$ cat config.mk
export PLATFORM = sky130hd
export DESIGN_NAME = airbag_plausibility_crash_detector_top
export DESIGN_NICKNAME = d
export VERILOG_FILES = /design/src/hw/rtl/apc_pkg.sv /design/src/hw/rtl/airbag_plausibility_crash_detector_top.sv /design/src/hw/rtl/apc_regs.sv /design/src/hw/rtl/apc_check.sv /design/src/hw/rtl/apc_state.sv
export SDC_FILE = /design/constraint.sdc
export NUM_CORES = 1
export LEC_CHECK = 0
export BUFFER_PORTS_ARGS = -buffer_cell sky130_fd_sc_hd__buf_2
export CAP_MARGIN = 20
export CORE_MARGIN = 2
export CORE_UTILIZATION = 53
export CTS_CLUSTER_SIZE = 40
export DETAILED_ROUTE_END_ITERATION = 8
export PLACE_DENSITY_LB_ADDON = 0.25
export SYNTH_ARGS = -nofsm -noshare
export SYNTH_HDL_FRONTEND = slang
export SYNTH_SLANG_ARGS = --single-unit
export TNS_END_PERCENT = 50
$ cat constraint.sdc
create_clock -name clk -period 20.9 [get_ports clk]
set_input_delay 1.045 -clock clk [delete_from_list [all_inputs] [get_ports clk]]
set_output_delay 1.045 -clock clk [all_outputs]
set_load 0.02 [all_outputs]
$ cat src/hw/rtl/apc_pkg.sv
// Shared types and constants of the airbag plausibility crash detector.
package apc_pkg;

  localparam int unsigned SAMPLE_WIDTH = 16;
  localparam int unsigned STAMP_WIDTH  = 32;
  localparam int unsigned THR_WIDTH    = 8;
  localparam int unsigned TOL_WIDTH    = 7;
  localparam int unsigned FACTOR_WIDTH = TOL_WIDTH + 2;
  localparam int unsigned PROD_WIDTH   = SAMPLE_WIDTH + FACTOR_WIDTH;
  localparam int unsigned ADDR_WIDTH   = 5;
  localparam int unsigned DATA_WIDTH   = 32;

  localparam logic signed [FACTOR_WIDTH-1:0] PERCENT_FULL = FACTOR_WIDTH'(100);

  localparam logic [THR_WIDTH-1:0]             RST_DEFECT_LIMIT      = 8'd3;
  localparam logic [THR_WIDTH-1:0]             RST_CLEAR_LIMIT       = 8'd3;
  localparam logic [THR_WIDTH-1:0]             RST_FIRE_LIMIT        = 8'd3;
  localparam logic signed [SAMPLE_WIDTH-1:0]   RST_CRASH_LEVEL       = 16'sd3;
  localparam logic [TOL_WIDTH-1:0]             RST_TOLERANCE_PERCENT = 7'd5;

  typedef enum logic [2:0] {
    REG_DEFECT_LIMIT      = 3'd0,
    REG_CLEAR_LIMIT       = 3'd1,
    REG_FIRE_LIMIT        = 3'd2,
    REG_CRASH_LEVEL       = 3'd3,
    REG_TOLERANCE_PERCENT = 3'd4
  } reg_idx_t;

  typedef struct packed {
    logic [THR_WIDTH-1:0]           defect_limit;
    logic [THR_WIDTH-1:0]           clear_limit;
    logic [THR_WIDTH-1:0]           fire_limit;
    logic signed [SAMPLE_WIDTH-1:0] crash_level;
    logic [TOL_WIDTH-1:0]           tolerance_percent;
  } cfg_t;

  typedef struct packed {
    logic [STAMP_WIDTH-1:0]         time_stamp;
    logic signed [SAMPLE_WIDTH-1:0] sample_a;
    logic signed [SAMPLE_WIDTH-1:0] sample_b;
  } in_item_t;

  typedef struct packed {
    logic accepted;
    logic plausible;
    logic defect;
    logic fire;
  } out_item_t;

  typedef struct packed {
    logic ok;
    logic crash;
  } chk_t;

endpackage

$ cat src/hw/rtl/airbag_plausibility_crash_detector_top.sv
// Top level of the airbag plausibility crash detector: handshake stages and register port.
//
// Airbag plausibility crash detector. Each item (time stamp plus two redundant
// acceleration samples) yields exactly one result item: accepted, plausible,
// defect and fire. The block takes one item per clock cycle while the output is not
// stalled; an item is captured in the input register, then checked and applied to
// the detector state, and its result is loaded into the output register at the same
// edge as the state update. The rate is set by the update of the counter state, which
// every item reads and every item with a fresh time stamp writes. An output register
// separates the channels: a new item is taken while an earlier result still waits,
// and a stalled output holds one item in each of the two registers. Configuration is
// written through the APB-style port (registers at byte addresses 0, 4, 8, 12, 16),
// only while idle; the user is bound to this, the block itself does not enforce it.
module airbag_plausibility_crash_detector_top #(
  parameter int unsigned COUNT_WIDTH = 16
) (
  input  logic                           clk,
  input  logic                           rst,
  input  logic                           in_valid,
  output logic                           in_ready,
  input  apc_pkg::in_item_t              in_item,
  output logic                           out_valid,
  input  logic                           out_ready,
  output apc_pkg::out_item_t             out_item,
  input  logic                           psel,
  input  logic                           penable,
  input  logic                           pwrite,
  input  logic [apc_pkg::ADDR_WIDTH-1:0] paddr,
  input  logic [apc_pkg::DATA_WIDTH-1:0] pwdata,
  output logic [apc_pkg::DATA_WIDTH-1:0] prdata,
  output logic                           pready
);
  import apc_pkg::*;

  cfg_t      cfg;
  in_item_t  stage_item;
  logic      in_full;
  logic      advance;
  chk_t      chk;
  out_item_t result;

  // Move the staged item through the logic when the output register can take it.
  assign advance  = in_full && (!out_valid || out_ready);
  // Accept while the stage is empty or draining this cycle.
  assign in_ready = !in_full || advance;

  always_ff @(posedge clk) begin
    if (rst) begin
      in_full <= 1'b0;
    end else if (in_valid && in_ready) begin
      in_full <= 1'b1;
    end else if (advance) begin
      in_full <= 1'b0;
    end
  end

  // Payload register: capture on accept, hold otherwise.
  always_ff @(posedge clk) begin
    if (in_valid && in_ready) begin
      stage_item <= in_item;
    end
  end

  apc_regs u_regs (
    .clk     (clk),
    .rst     (rst),
    .psel    (psel),
    .penable (penable),
    .pwrite  (pwrite),
    .paddr   (paddr),
    .pwdata  (pwdata),
    .prdata  (prdata),
    .pready  (pready),
    .cfg     (cfg)
  );

  apc_check u_check (
    .cfg      (cfg),
    .sample_a (stage_item.sample_a),
    .sample_b (stage_item.sample_b),
    .chk      (chk)
  );

  apc_state #(
    .COUNT_WIDTH (COUNT_WIDTH)
  ) u_state (
    .clk        (clk),
    .rst        (rst),
    .step       (advance),
    .time_stamp (stage_item.time_stamp),
    .chk        (chk),
    .cfg        (cfg),
    .result     (result)
  );

  // Output register: load a fresh result, drop valid once the item is taken.
  always_ff @(posedge clk) begin
    if (rst) begin
      out_valid <= 1'b0;
    end else if (advance) begin
      out_valid <= 1'b1;
    end else if (out_ready) begin
      out_valid <= 1'b0;
    end
  end

  always_ff @(posedge clk) begin
    if (advance) begin
      out_item <= result;
    end
  end

  a_advance_loads: assert property (@(posedge clk) disable iff (rst)
    advance |=> out_valid)
    else $error("processed item produced no result");

  a_stage_holds: assert property (@(posedge clk) disable iff (rst)
    in_full && !advance |=> in_full && $stable(stage_item))
    else $error("staged item lost while output stalled");

  a_no_overwrite: assert property (@(posedge clk) disable iff (rst)
    out_valid && !out_ready |-> !advance)
    else $error("pending result overwritten");

endmodule

$ cat src/hw/rtl/apc_regs.sv
// Configuration register file behind the APB-style port.
module apc_regs (
  input  logic                            clk,
  input  logic                            rst,
  input  logic                            psel,
  input  logic                            penable,
  input  logic                            pwrite,
  input  logic [apc_pkg::ADDR_WIDTH-1:0]  paddr,
  input  logic [apc_pkg::DATA_WIDTH-1:0]  pwdata,
  output logic [apc_pkg::DATA_WIDTH-1:0]  prdata,
  output logic                            pready,
  output apc_pkg::cfg_t                   cfg
);
  import apc_pkg::*;

  logic     wr_en;
  reg_idx_t idx;

  assign pready = 1'b1;
  assign wr_en  = psel && penable && pwrite && pready;
  assign idx    = reg_idx_t'(paddr[4:2]);

  always_ff @(posedge clk) begin
    if (rst) begin
      cfg.defect_limit      <= RST_DEFECT_LIMIT;
      cfg.clear_limit       <= RST_CLEAR_LIMIT;
      cfg.fire_limit        <= RST_FIRE_LIMIT;
      cfg.crash_level       <= RST_CRASH_LEVEL;
      cfg.tolerance_percent <= RST_TOLERANCE_PERCENT;
    end else if (wr_en) begin
      unique case (idx)
        REG_DEFECT_LIMIT:      cfg.defect_limit      <= pwdata[THR_WIDTH-1:0];
        REG_CLEAR_LIMIT:       cfg.clear_limit       <= pwdata[THR_WIDTH-1:0];
        REG_FIRE_LIMIT:        cfg.fire_limit        <= pwdata[THR_WIDTH-1:0];
        REG_CRASH_LEVEL:       cfg.crash_level       <= signed'(pwdata[SAMPLE_WIDTH-1:0]);
        REG_TOLERANCE_PERCENT: cfg.tolerance_percent <= pwdata[TOL_WIDTH-1:0];
        default: ;
      endcase
    end
  end

  always_comb begin
    unique case (idx)
      REG_DEFECT_LIMIT:      prdata = DATA_WIDTH'(cfg.defect_limit);
      REG_CLEAR_LIMIT:       prdata = DATA_WIDTH'(cfg.clear_limit);
      REG_FIRE_LIMIT:        prdata = DATA_WIDTH'(cfg.fire_limit);
      REG_CRASH_LEVEL:       prdata = DATA_WIDTH'(unsigned'(cfg.crash_level));
      REG_TOLERANCE_PERCENT: prdata = DATA_WIDTH'(cfg.tolerance_percent);
      default:               prdata = '0;
    endcase
  end

endmodule

$ cat src/hw/rtl/apc_check.sv
// Exact percentage plausibility check and crash level compare of one sample pair.
module apc_check (
  input  apc_pkg::cfg_t                          cfg,
  input  logic signed [apc_pkg::SAMPLE_WIDTH-1:0] sample_a,
  input  logic signed [apc_pkg::SAMPLE_WIDTH-1:0] sample_b,
  output apc_pkg::chk_t                          chk
);
  import apc_pkg::*;

  logic signed [FACTOR_WIDTH-1:0] tol_s;
  logic signed [FACTOR_WIDTH-1:0] hi_factor;
  logic signed [FACTOR_WIDTH-1:0] lo_factor;
  logic signed [PROD_WIDTH-1:0]   lhs;
  logic signed [PROD_WIDTH-1:0]   hi_prod;
  logic signed [PROD_WIDTH-1:0]   lo_prod;

  // window factors: 100+tol is at most 227, 100-tol at least -27
  assign tol_s     = signed'({2'b00, cfg.tolerance_percent});
  assign hi_factor = PERCENT_FULL + tol_s;
  assign lo_factor = PERCENT_FULL - tol_s;

  assign lhs     = sample_a * PERCENT_FULL;
  assign hi_prod = sample_b * hi_factor;
  assign lo_prod = sample_b * lo_factor;

  assign chk.ok    = !(lhs > hi_prod) && !(lhs < lo_prod);
  assign chk.crash = (sample_a > cfg.crash_level) && (sample_b > cfg.crash_level);

endmodule

$ cat src/hw/rtl/apc_state.sv
// Detector state: last stamp, saturating counters and the sticky defect and fire flags.
module apc_state #(
  parameter int unsigned COUNT_WIDTH = 16
) (
  input  logic                                  clk,
  input  logic                                  rst,
  input  logic                                  step,
  input  logic [apc_pkg::STAMP_WIDTH-1:0]       time_stamp,
  input  apc_pkg::chk_t                         chk,
  input  apc_pkg::cfg_t                         cfg,
  output apc_pkg::out_item_t                    result
);
  import apc_pkg::*;

  localparam int unsigned CMP_WIDTH = (COUNT_WIDTH > THR_WIDTH) ? COUNT_WIDTH : THR_WIDTH;

  logic [STAMP_WIDTH-1:0] last_time;
  logic                   plausible_flag;
  logic [COUNT_WIDTH-1:0] plausible_count;
  logic [COUNT_WIDTH-1:0] error_count;
  logic [COUNT_WIDTH-1:0] crash_count;
  logic                   defect_flag;
  logic                   fire_flag;

  logic                   plausible_flag_next;
  logic [COUNT_WIDTH-1:0] plausible_count_next;
  logic [COUNT_WIDTH-1:0] error_count_next;
  logic [COUNT_WIDTH-1:0] crash_count_next;
  logic                   defect_flag_next;
  logic                   fire_flag_next;
  logic                   fresh;
  logic [COUNT_WIDTH-1:0] pc_up;
  logic [COUNT_WIDTH-1:0] ec_up;
  logic [COUNT_WIDTH-1:0] cc_up;

  function automatic logic [COUNT_WIDTH-1:0] sat_inc(input logic [COUNT_WIDTH-1:0] c);
    return (&c) ? c : c + COUNT_WIDTH'(1);
  endfunction

  function automatic logic at_least(input logic [COUNT_WIDTH-1:0] c,
                                    input logic [THR_WIDTH-1:0] thr);
    return CMP_WIDTH'(c) >= CMP_WIDTH'(thr);
  endfunction

  assign fresh = time_stamp != last_time;
  assign pc_up = sat_inc(plausible_count);
  assign ec_up = sat_inc(error_count);
  assign cc_up = sat_inc(crash_count);

  always_comb begin
    plausible_flag_next  = plausible_flag;
    plausible_count_next = plausible_count;
    error_count_next     = error_count;
    crash_count_next     = crash_count;
    defect_flag_next     = defect_flag;
    fire_flag_next       = fire_flag;
    if (fresh) begin
      if (chk.ok) begin
        plausible_flag_next  = 1'b1;
        plausible_count_next = pc_up;
        if (at_least(pc_up, cfg.clear_limit)) begin
          error_count_next = '0;
        end
        crash_count_next = chk.crash ? cc_up : '0;
      end else begin
        plausible_flag_next  = 1'b0;
        plausible_count_next = '0;
        error_count_next     = ec_up;
      end
      // defect takes precedence; flags exclude each other
      if (!defect_flag && !fire_flag) begin
        priority if (at_least(error_count_next, cfg.defect_limit)) begin
          defect_flag_next = 1'b1;
        end else if (at_least(crash_count_next, cfg.fire_limit)) begin
          fire_flag_next = 1'b1;
        end
      end
    end
  end

  always_ff @(posedge clk) begin
    if (rst) begin
      last_time       <= '0;
      plausible_flag  <= 1'b1;
      plausible_count <= '0;
      error_count     <= '0;
      crash_count     <= '0;
      defect_flag     <= 1'b0;
      fire_flag       <= 1'b0;
    end else if (step && fresh) begin
      last_time       <= time_stamp;
      plausible_flag  <= plausible_flag_next;
      plausible_count <= plausible_count_next;
      error_count     <= error_count_next;
      crash_count     <= crash_count_next;
      defect_flag     <= defect_flag_next;
      fire_flag       <= fire_flag_next;
    end
  end

  assign result.accepted  = fresh;
  assign result.plausible = plausible_flag_next;
  assign result.defect    = defect_flag_next;
  assign result.fire      = fire_flag_next;

  a_flags_exclusive: assert property (@(posedge clk) disable iff (rst)
    !(defect_flag && fire_flag))
    else $error("defect and fire set together");

  a_defect_sticky: assert property (@(posedge clk) disable iff (rst)
    defect_flag |=> defect_flag)
    else $error("defect flag dropped");

  a_repeat_holds: assert property (@(posedge clk) disable iff (rst)
    step && !fresh |=> $stable(plausible_count) && $stable(error_count)
                       && $stable(crash_count) && $stable(fire_flag))
    else $error("repeated stamp changed the state");

endmodule

# Word-level counts from Yosys, hierarchy flattened
# Cells that the tools add are included.
[word_totals] register_bits=200 in_bits=108 elab_cells=93
[classes] n_addsub=5 mul=3 n_lt_le_gt_ge=7 eq_ne=5 mux=24 reduce_logical=28
[ops] operator="16-bit 2-to-1 mux" count=10
[ops] operator="16-bit one-hot mux with 5 select lines" count=1
[ops] operator="16-bit by 1-bit adder with 16-bit output, second input constant" count=3
[ops] operator="16-bit by 8-bit greater-or-equal comparator with 1-bit output" count=3
[ops] operator="16-bit AND reduction" count=3
[ops] operator="16-bit greater-than comparator" count=2
[ops] operator="32-bit != test" count=1
[ops] operator="25-bit greater-than comparator" count=1
[ops] operator="25-bit less-than comparator" count=1
[ops] operator="16-bit by 9-bit multiplier with 25-bit output" count=1
[ops] operator="16-bit by 8-bit multiplier with 24-bit output" count=1
[ops] operator="16-bit by 6-bit multiplier with 22-bit output, second input constant" count=1
[ops] operator="1-bit 2-to-1 mux" count=13
[ops] operator="2-bit AND reduction" count=6
[ops] operator="7-bit by 7-bit adder with 8-bit output, first input constant" count=1
[ops] operator="1-bit logical AND" count=8
[ops] operator="7-bit by 7-bit subtractor with 8-bit output, first input constant" count=1
[ops] operator="3-bit by 2-bit == test with 1-bit output, second input constant" count=2
[ops] operator="1-bit logical NOT" count=6
[ops] operator="2-bit nonzero test" count=2
[ops] operator="3-bit by 1-bit == test with 1-bit output, second input constant" count=1
[ops] operator="3-bit == test, second input constant" count=1
[ops] operator="3-bit logical NOT" count=1
[ops] operator="1-bit logical OR" count=2

# Logic depth before layout (Yosys ltp)
[logic_depth] depth_word=12 ltp_mapped=49 mapped_depth_nobuf=45

# Cells and area by module
# Synthesis repeated with hierarchy kept, for this count alone.
[hier_totals] cells_unflattened=2593 area_unflattened_um2=22992.1
[modules_own_cells] module="apc_check" instances=1 cells_per_inst=1538 area_each_um2=12849.8 seq_area_each_um2=0.0
[modules_own_cells] module="apc_state" instances=1 cells_per_inst=729 area_each_um2=5559.1 seq_area_each_um2=1661.6
[modules_own_cells] module="apc_regs" instances=1 cells_per_inst=248 area_each_um2=2437.3 seq_area_each_um2=940.9
[modules_own_cells] module="airbag_plausibility_crash_detector_top" instances=1 cells_per_inst=78 area_each_um2=2145.8 seq_area_each_um2=2082.0

# Least setup slack after synthesis
# No wires, ideal clock.
[synth_timing] kind="register to register" from="register, netlist name u_regs.cfg[2]" to="register out_item[0] (netlist bit) (data pin)" setup_time_ps=268 arrival_time_ps=9269 required_ps=20632 path_slack_ps=11363 stages_incl_launch_ff=46 synth_period_minus_slack_ps=9537 path_cell_list="dfxtp_1 > clkbuf_1 > inv_1 > buf_1 > ha_1 > and2_1 > fa_1 > inv_1 > fa_1 > inv_1 > fa_1 > inv_1 > fa_1 > inv_1 > ha_1 > nand2_1 > o21ai_0 > o41ai_1 > (+10 left out) > a21oi_1 > or3_4 > nor2_1 > and2_1 > buf_2 > buf_2 > nand2b_1 > ha_1 > nand2b_1 > a21oi_1 > nor2b_1 > o21ai_0 > o2bb2ai_1 > o21ai_0 > a221oi_1 > o31a_1 > a2bb2oi_1 > o21ai_0"
[synth_between] elab_chain_cells=12 elab_cells_between_ends=19
[synth_lines] element="7-bit by 7-bit adder with 8-bit output or 7-bit by 7-bit subtractor with 8-bit output (tied branches)" line="apc_check.sv:19, apc_check.sv:20"
[synth_lines] element="16-bit by 9-bit multiplier with 25-bit output or 16-bit by 8-bit multiplier with 24-bit output (tied branches)" line="apc_check.sv:23, apc_check.sv:24"
[synth_lines] element="25-bit greater-than comparator or 25-bit less-than comparator (tied branches)" line="apc_check.sv:26" source="assign chk.ok = !(lhs > hi_prod) && !(lhs < lo_prod);"
[synth_lines] element="1-bit logical NOT" line="apc_check.sv:26"
[synth_lines] element="1-bit logical AND *" line="apc_check.sv:26"
[synth_lines] element="16-bit 2-to-1 mux" line="apc_state.sv:58" source="if (chk.ok) begin"
[synth_lines] element="16-bit 2-to-1 mux" line="apc_state.sv:57" source="if (fresh) begin"
[synth_lines] element="16-bit by 8-bit greater-or-equal comparator with 1-bit output" line="apc_state.sv:42" source="return CMP_WIDTH'(c) >= CMP_WIDTH'(thr);"
[synth_lines] element="1-bit 2-to-1 mux" line="apc_state.sv:74" source="end else if (at_least(crash_count_next, cfg.fire_limit)) begin"
[synth_lines] element="1-bit 2-to-1 mux *" line="apc_state.sv:72" source="priority if (at_least(error_count_next, cfg.defect_limit)) begin"
[synth_lines] element="1-bit 2-to-1 mux *" line="apc_state.sv:71" source="if (!defect_flag && !fire_flag) begin"
[synth_lines] element="1-bit 2-to-1 mux *" line="apc_state.sv:57"
[synth_lines] element="named net u_state.fire_flag_next" line="apc_state.sv:30" source="logic fire_flag_next;"
[synth_lines] element="end signal, assigned" line="airbag_plausibility_crash_detector_top.sv:109" source="out_item <= result;"
[synth_lines] element="end, declared" line="airbag_plausibility_crash_detector_top.sv:24" source="output apc_pkg::out_item_t out_item,"
# Mark *: on every way through the listed nets, which the timed path passes. The rest lies on a longest branch. The select of a mux whose other input is x is not followed.
# A chain may end at the register's enable or synchronous reset.

# Worst setup path in the final report
[layout_timing] from="register, netlist name u_regs.cfg[2]" to="register out_item[1] (netlist bit) (data pin)"
[layout_between] elab_chain_cells=11 elab_cells_between_ends=15
[layout_lines] element="7-bit by 7-bit adder with 8-bit output or 7-bit by 7-bit subtractor with 8-bit output (tied branches)" line="apc_check.sv:19, apc_check.sv:20"
[layout_lines] element="16-bit by 9-bit multiplier with 25-bit output or 16-bit by 8-bit multiplier with 24-bit output (tied branches)" line="apc_check.sv:23, apc_check.sv:24"
[layout_lines] element="25-bit greater-than comparator or 25-bit less-than comparator (tied branches)" line="apc_check.sv:26"
[layout_lines] element="1-bit logical NOT" line="apc_check.sv:26"
[layout_lines] element="1-bit logical AND *" line="apc_check.sv:26"
[layout_lines] element="16-bit 2-to-1 mux *" line="apc_state.sv:58"
[layout_lines] element="16-bit 2-to-1 mux *" line="apc_state.sv:57"
[layout_lines] element="16-bit by 8-bit greater-or-equal comparator with 1-bit output *" line="apc_state.sv:42"
[layout_lines] element="1-bit 2-to-1 mux *" line="apc_state.sv:72"
[layout_lines] element="1-bit 2-to-1 mux *" line="apc_state.sv:71"
[layout_lines] element="1-bit 2-to-1 mux *" line="apc_state.sv:57"
[layout_lines] element="named net u_state.defect_flag_next" line="apc_state.sv:29" source="logic defect_flag_next;"
# Marked as above.

==> flow_metrics.env <==
export IMPL_clk_insertion_delay_late_ns=0.49
export IMPL_r2r_cells=42
export IMPL_ys_flop_type="dfxtp_1"
export IMPL_final_area_mm2=0.0240
export IMPL_yosysMostFrequentCell="inv_1"
export IMPL_via_count=17900
export IMPL_vias_per_cell=5.57
export IMPL_power_density_mw_per_mm2=124
export IMPL_synth_top_cell_area_share_pct=19.6
export IMPL_diodes=0
export IMPL_grt_pass1_vias=18100
export IMPL_cts_hold_buffers=0
export IMPL_synth_area_mm2=0.0224
export IMPL_io_pins=147
export IMPL_hold_viol=0
export IMPL_grt_total_usage_pct=25.8
export IMPL_core_area_mm2=0.0419
export IMPL_cp_depth=42
export IMPL_pre_cts_slack_ns=9.63
export IMPL_drt_iter0_drc=1140
export IMPL_fin_crit_sh_pct=55.0
export IMPL_max_slew_margin_pct=30.7
export IMPL_grt_overflow=0
export IMPL_rows=75
export IMPL_synth_cells=2617
export IMPL_drt_pass1_iter_count=5
export IMPL_path_buf_inv=6
export IMPL_cts_buffer_depth=2
export IMPL_worstMarginPinSlew_ns=1.04
export IMPL_setup_tns_ns=0
export IMPL_status="completed"
export IMPL_finalWirelength_um=54600
export IMPL_fp_dieW_um=210
export IMPL_gp_congestion=0.895
export IMPL_critical_path_top_delay_family="compound AO/OA/AOI/OAI gates"
export IMPL_fin_crit_ns=11.50
export IMPL_synth_area_leader_cell="fa_1"
export IMPL_antenna_found_initial=3
export IMPL_io_buffers=111
export IMPL_die_area_mm2=0.0439
export IMPL_slowest_stage="o41ai_1"
export IMPL_maxCapViolCount=0
export IMPL_synth_edf_count=68
export IMPL_die_y_um=210
export IMPL_cts_repair_resized=0
export IMPL_postRouteAntennaNets=0
export IMPL_ir_drop_v=0.000151
export IMPL_timing_hold_ws_ns=0.458
export IMPL_clkTransAtPathRegs_ns=0.09
export IMPL_wl_per_cell_um=17.0
export IMPL_synth_warnings=0
export IMPL_post_cts_buffers=0
export IMPL_synthTopCellsByCount="inv_1 (453), nand2_1 (264), ha_1 (253)"
export IMPL_fin_skew_ns=0.0163
export IMPL_rrSetupSlack_ns=9.40
export IMPL_dpl_cell_area_mm2=0.0233
export IMPL_cp_required_ns=21.16
export IMPL_end_kind="register"
export IMPL_p_leak_nw=11.1
export IMPL_nets=3245
export IMPL_instances_no_fill=3217
export IMPL_grt_pass1_wl_um=90200
export IMPL_initial_core_util_pct=53.5
export IMPL_cpPeakStageDelay_ns=0.64
export IMPL_dp_cells=3182
export IMPL_hold_path_class="register to register"
export IMPL_cp_startpoint="u_regs.cfg[2]"
export IMPL_finalSetupViolations=0
export IMPL_drive_above_1_share_pct=7.32
export IMPL_root_buffer="clkbuf_16"
export IMPL_fillers=3762
export IMPL_synth_avg_cell_area_um2=8.56
export IMPL_startpoint_type="register"
export IMPL_worst_ep_arrival_time_ns=11.75
export IMPL_cp_endpoint="out_item[1]"
export IMPL_ys_types=75
export IMPL_synthArstFlopShare_pct=0
export IMPL_cts_sinks=200
export IMPL_path_class="register to register"
export IMPL_cts_tree="done"
export IMPL_fmax_mhz=87.0
export IMPL_syn2layout_area_growth_pct=7.06
export IMPL_fin_ws_ns=9.40
export IMPL_grt_start_max_net_pins=82
export IMPL_r2r_end="out_item[1]"
export IMPL_cts_made_buffers=17
export IMPL_synth_seq_cells=200
export IMPL_drc=0
export IMPL_synthTopCellsByArea="fa_1 (20%), ha_1 (14%), dfxtp_1 (12%), edfxtp_1 (9.1%), inv_1 (7.6%)"
export IMPL_dp_hpwl_um=41800
export IMPL_cts_max_level=4
export IMPL_r2r_start="u_regs.cfg[2]"
export IMPL_path_max_fanout=20
export IMPL_yosysSeqAreaShare_pct=20.9
export IMPL_finalMaxSlewViolations=0
export IMPL_rsz0062_at_grt="no"
-- cell usage in the layout, fill, tap and decap left out, types with 11 or more instances in the layout --
cell type,synthesis,final
inv_1,453,453
nand2_1,264,263
ha_1,253,253
fa_1,219,219
nor2_1,166,166
a21oi_1,144,144
dfxtp_1,132,132
buf_2,8,110
and2_1,107,105
xnor2_1,76,75
o21ai_0,69,69
edfxtp_1,68,68
nor2b_1,61,61
nand3_1,54,54
nor3_1,49,48
xor2_1,40,38
nand4_1,37,37
mux2i_1,33,33
a21o_1,31,31
and3_1,19,19
buf_4,18,19
nand2b_1,18,18
nor4_1,17,17
conb_1,2,17
clkbuf_16,0,17
a22oi_1,14,14
o22ai_1,11,11
-- power breakdown --
part           internal, mW  switching [mW]
clock network         0.164           0.179
logic                 0.832            1.35
registers             0.425          0.0252
total                  1.42            1.55
-- sequential cells by signal, summed over array words and instances, names as in the netlist --
register                 flops
out_item                     4
u_state.fire_flag            1
u_state.error_count         16
u_state.last_time           32
out_valid                    1
stage_item                  64
u_state.defect_flag          1
u_regs.cfg                  47
u_state.crash_count         16
in_full                      1
u_state.plausible_flag       1
u_state.plausible_count     16
-- logic make-up (layout without fill, tap and decap cells) --
logic type                 after synthesis  count (layout)  synth area share (%)
buffers and inverters                  570             616                  9.93
AOI/OAI and AO/OA                      377             377                  10.5
other                                    2              17                0.0335
DFF                                    200             200                  20.9
muxes                                   38              38                  1.78
and+or+nand+nor                        842             842                  18.6
adders and majority gates              472             472                  33.7
xor gates and xnor gates               116             116                  4.54
-- per-layer routing --
layer | wire length [µm] | share of wire (%) | global-route usage (%)
met3 | 3060 | 5.6 | 4.17
met2 | 27000 | 49 | 45.0
met1 | 22500 | 41 | 32.1
met5 | 29 | 0.053 | 0
met4 | 1970 | 3.6 | 10.1
-- area by class of cell --
type | count | area (µm²) | share of cell area (%)
Multi-Input combinational cell | 1862 | 15600 | 65.0
Clock inverter | 15 | 188 | 0.783
Clock buffer | 17 | 425 | 1.77
Inverter | 453 | 1700 | 7.09
Timing Repair Buffer | 131 | 716 | 2.99
Tap cell | 539 | 674 | 2.81
Sequential cell | 200 | 4680 | 19.5
-- worst min-delay path, delay by kind of cell (launching register included) --
family	cells	cell delay, ns
AOI/OAI and AO/OA	1	0.05
and+or+nand+nor	1	0.05
DFF	1	0.31
-- worst min path at each step --
stage	end	start	slack, ns	cells after the start
global placement	u_state.plausible_flag	u_state.plausible_flag	0.44	2
finish	u_regs.cfg[16]	u_regs.cfg[16]	0.46	2
global route	u_regs.cfg[16]	u_regs.cfg[16]	0.48	2
CTS	u_regs.cfg[19]	u_regs.cfg[19]	0.46	2
detailed placement	u_regs.cfg[19]	u_regs.cfg[19]	0.45	2
floorplan	u_state.plausible_flag	u_state.plausible_flag	0.43	2
-- metrics by stage --
stage	util (%)	total power, mW
floorplan	-	2.07
global placement	55.7	2.53
detailed placement	55.7	2.62
CTS	57.2	2.97
global route	57.3	3.25
finish	57.3	2.98
Power figures use the tool's default switching activity.
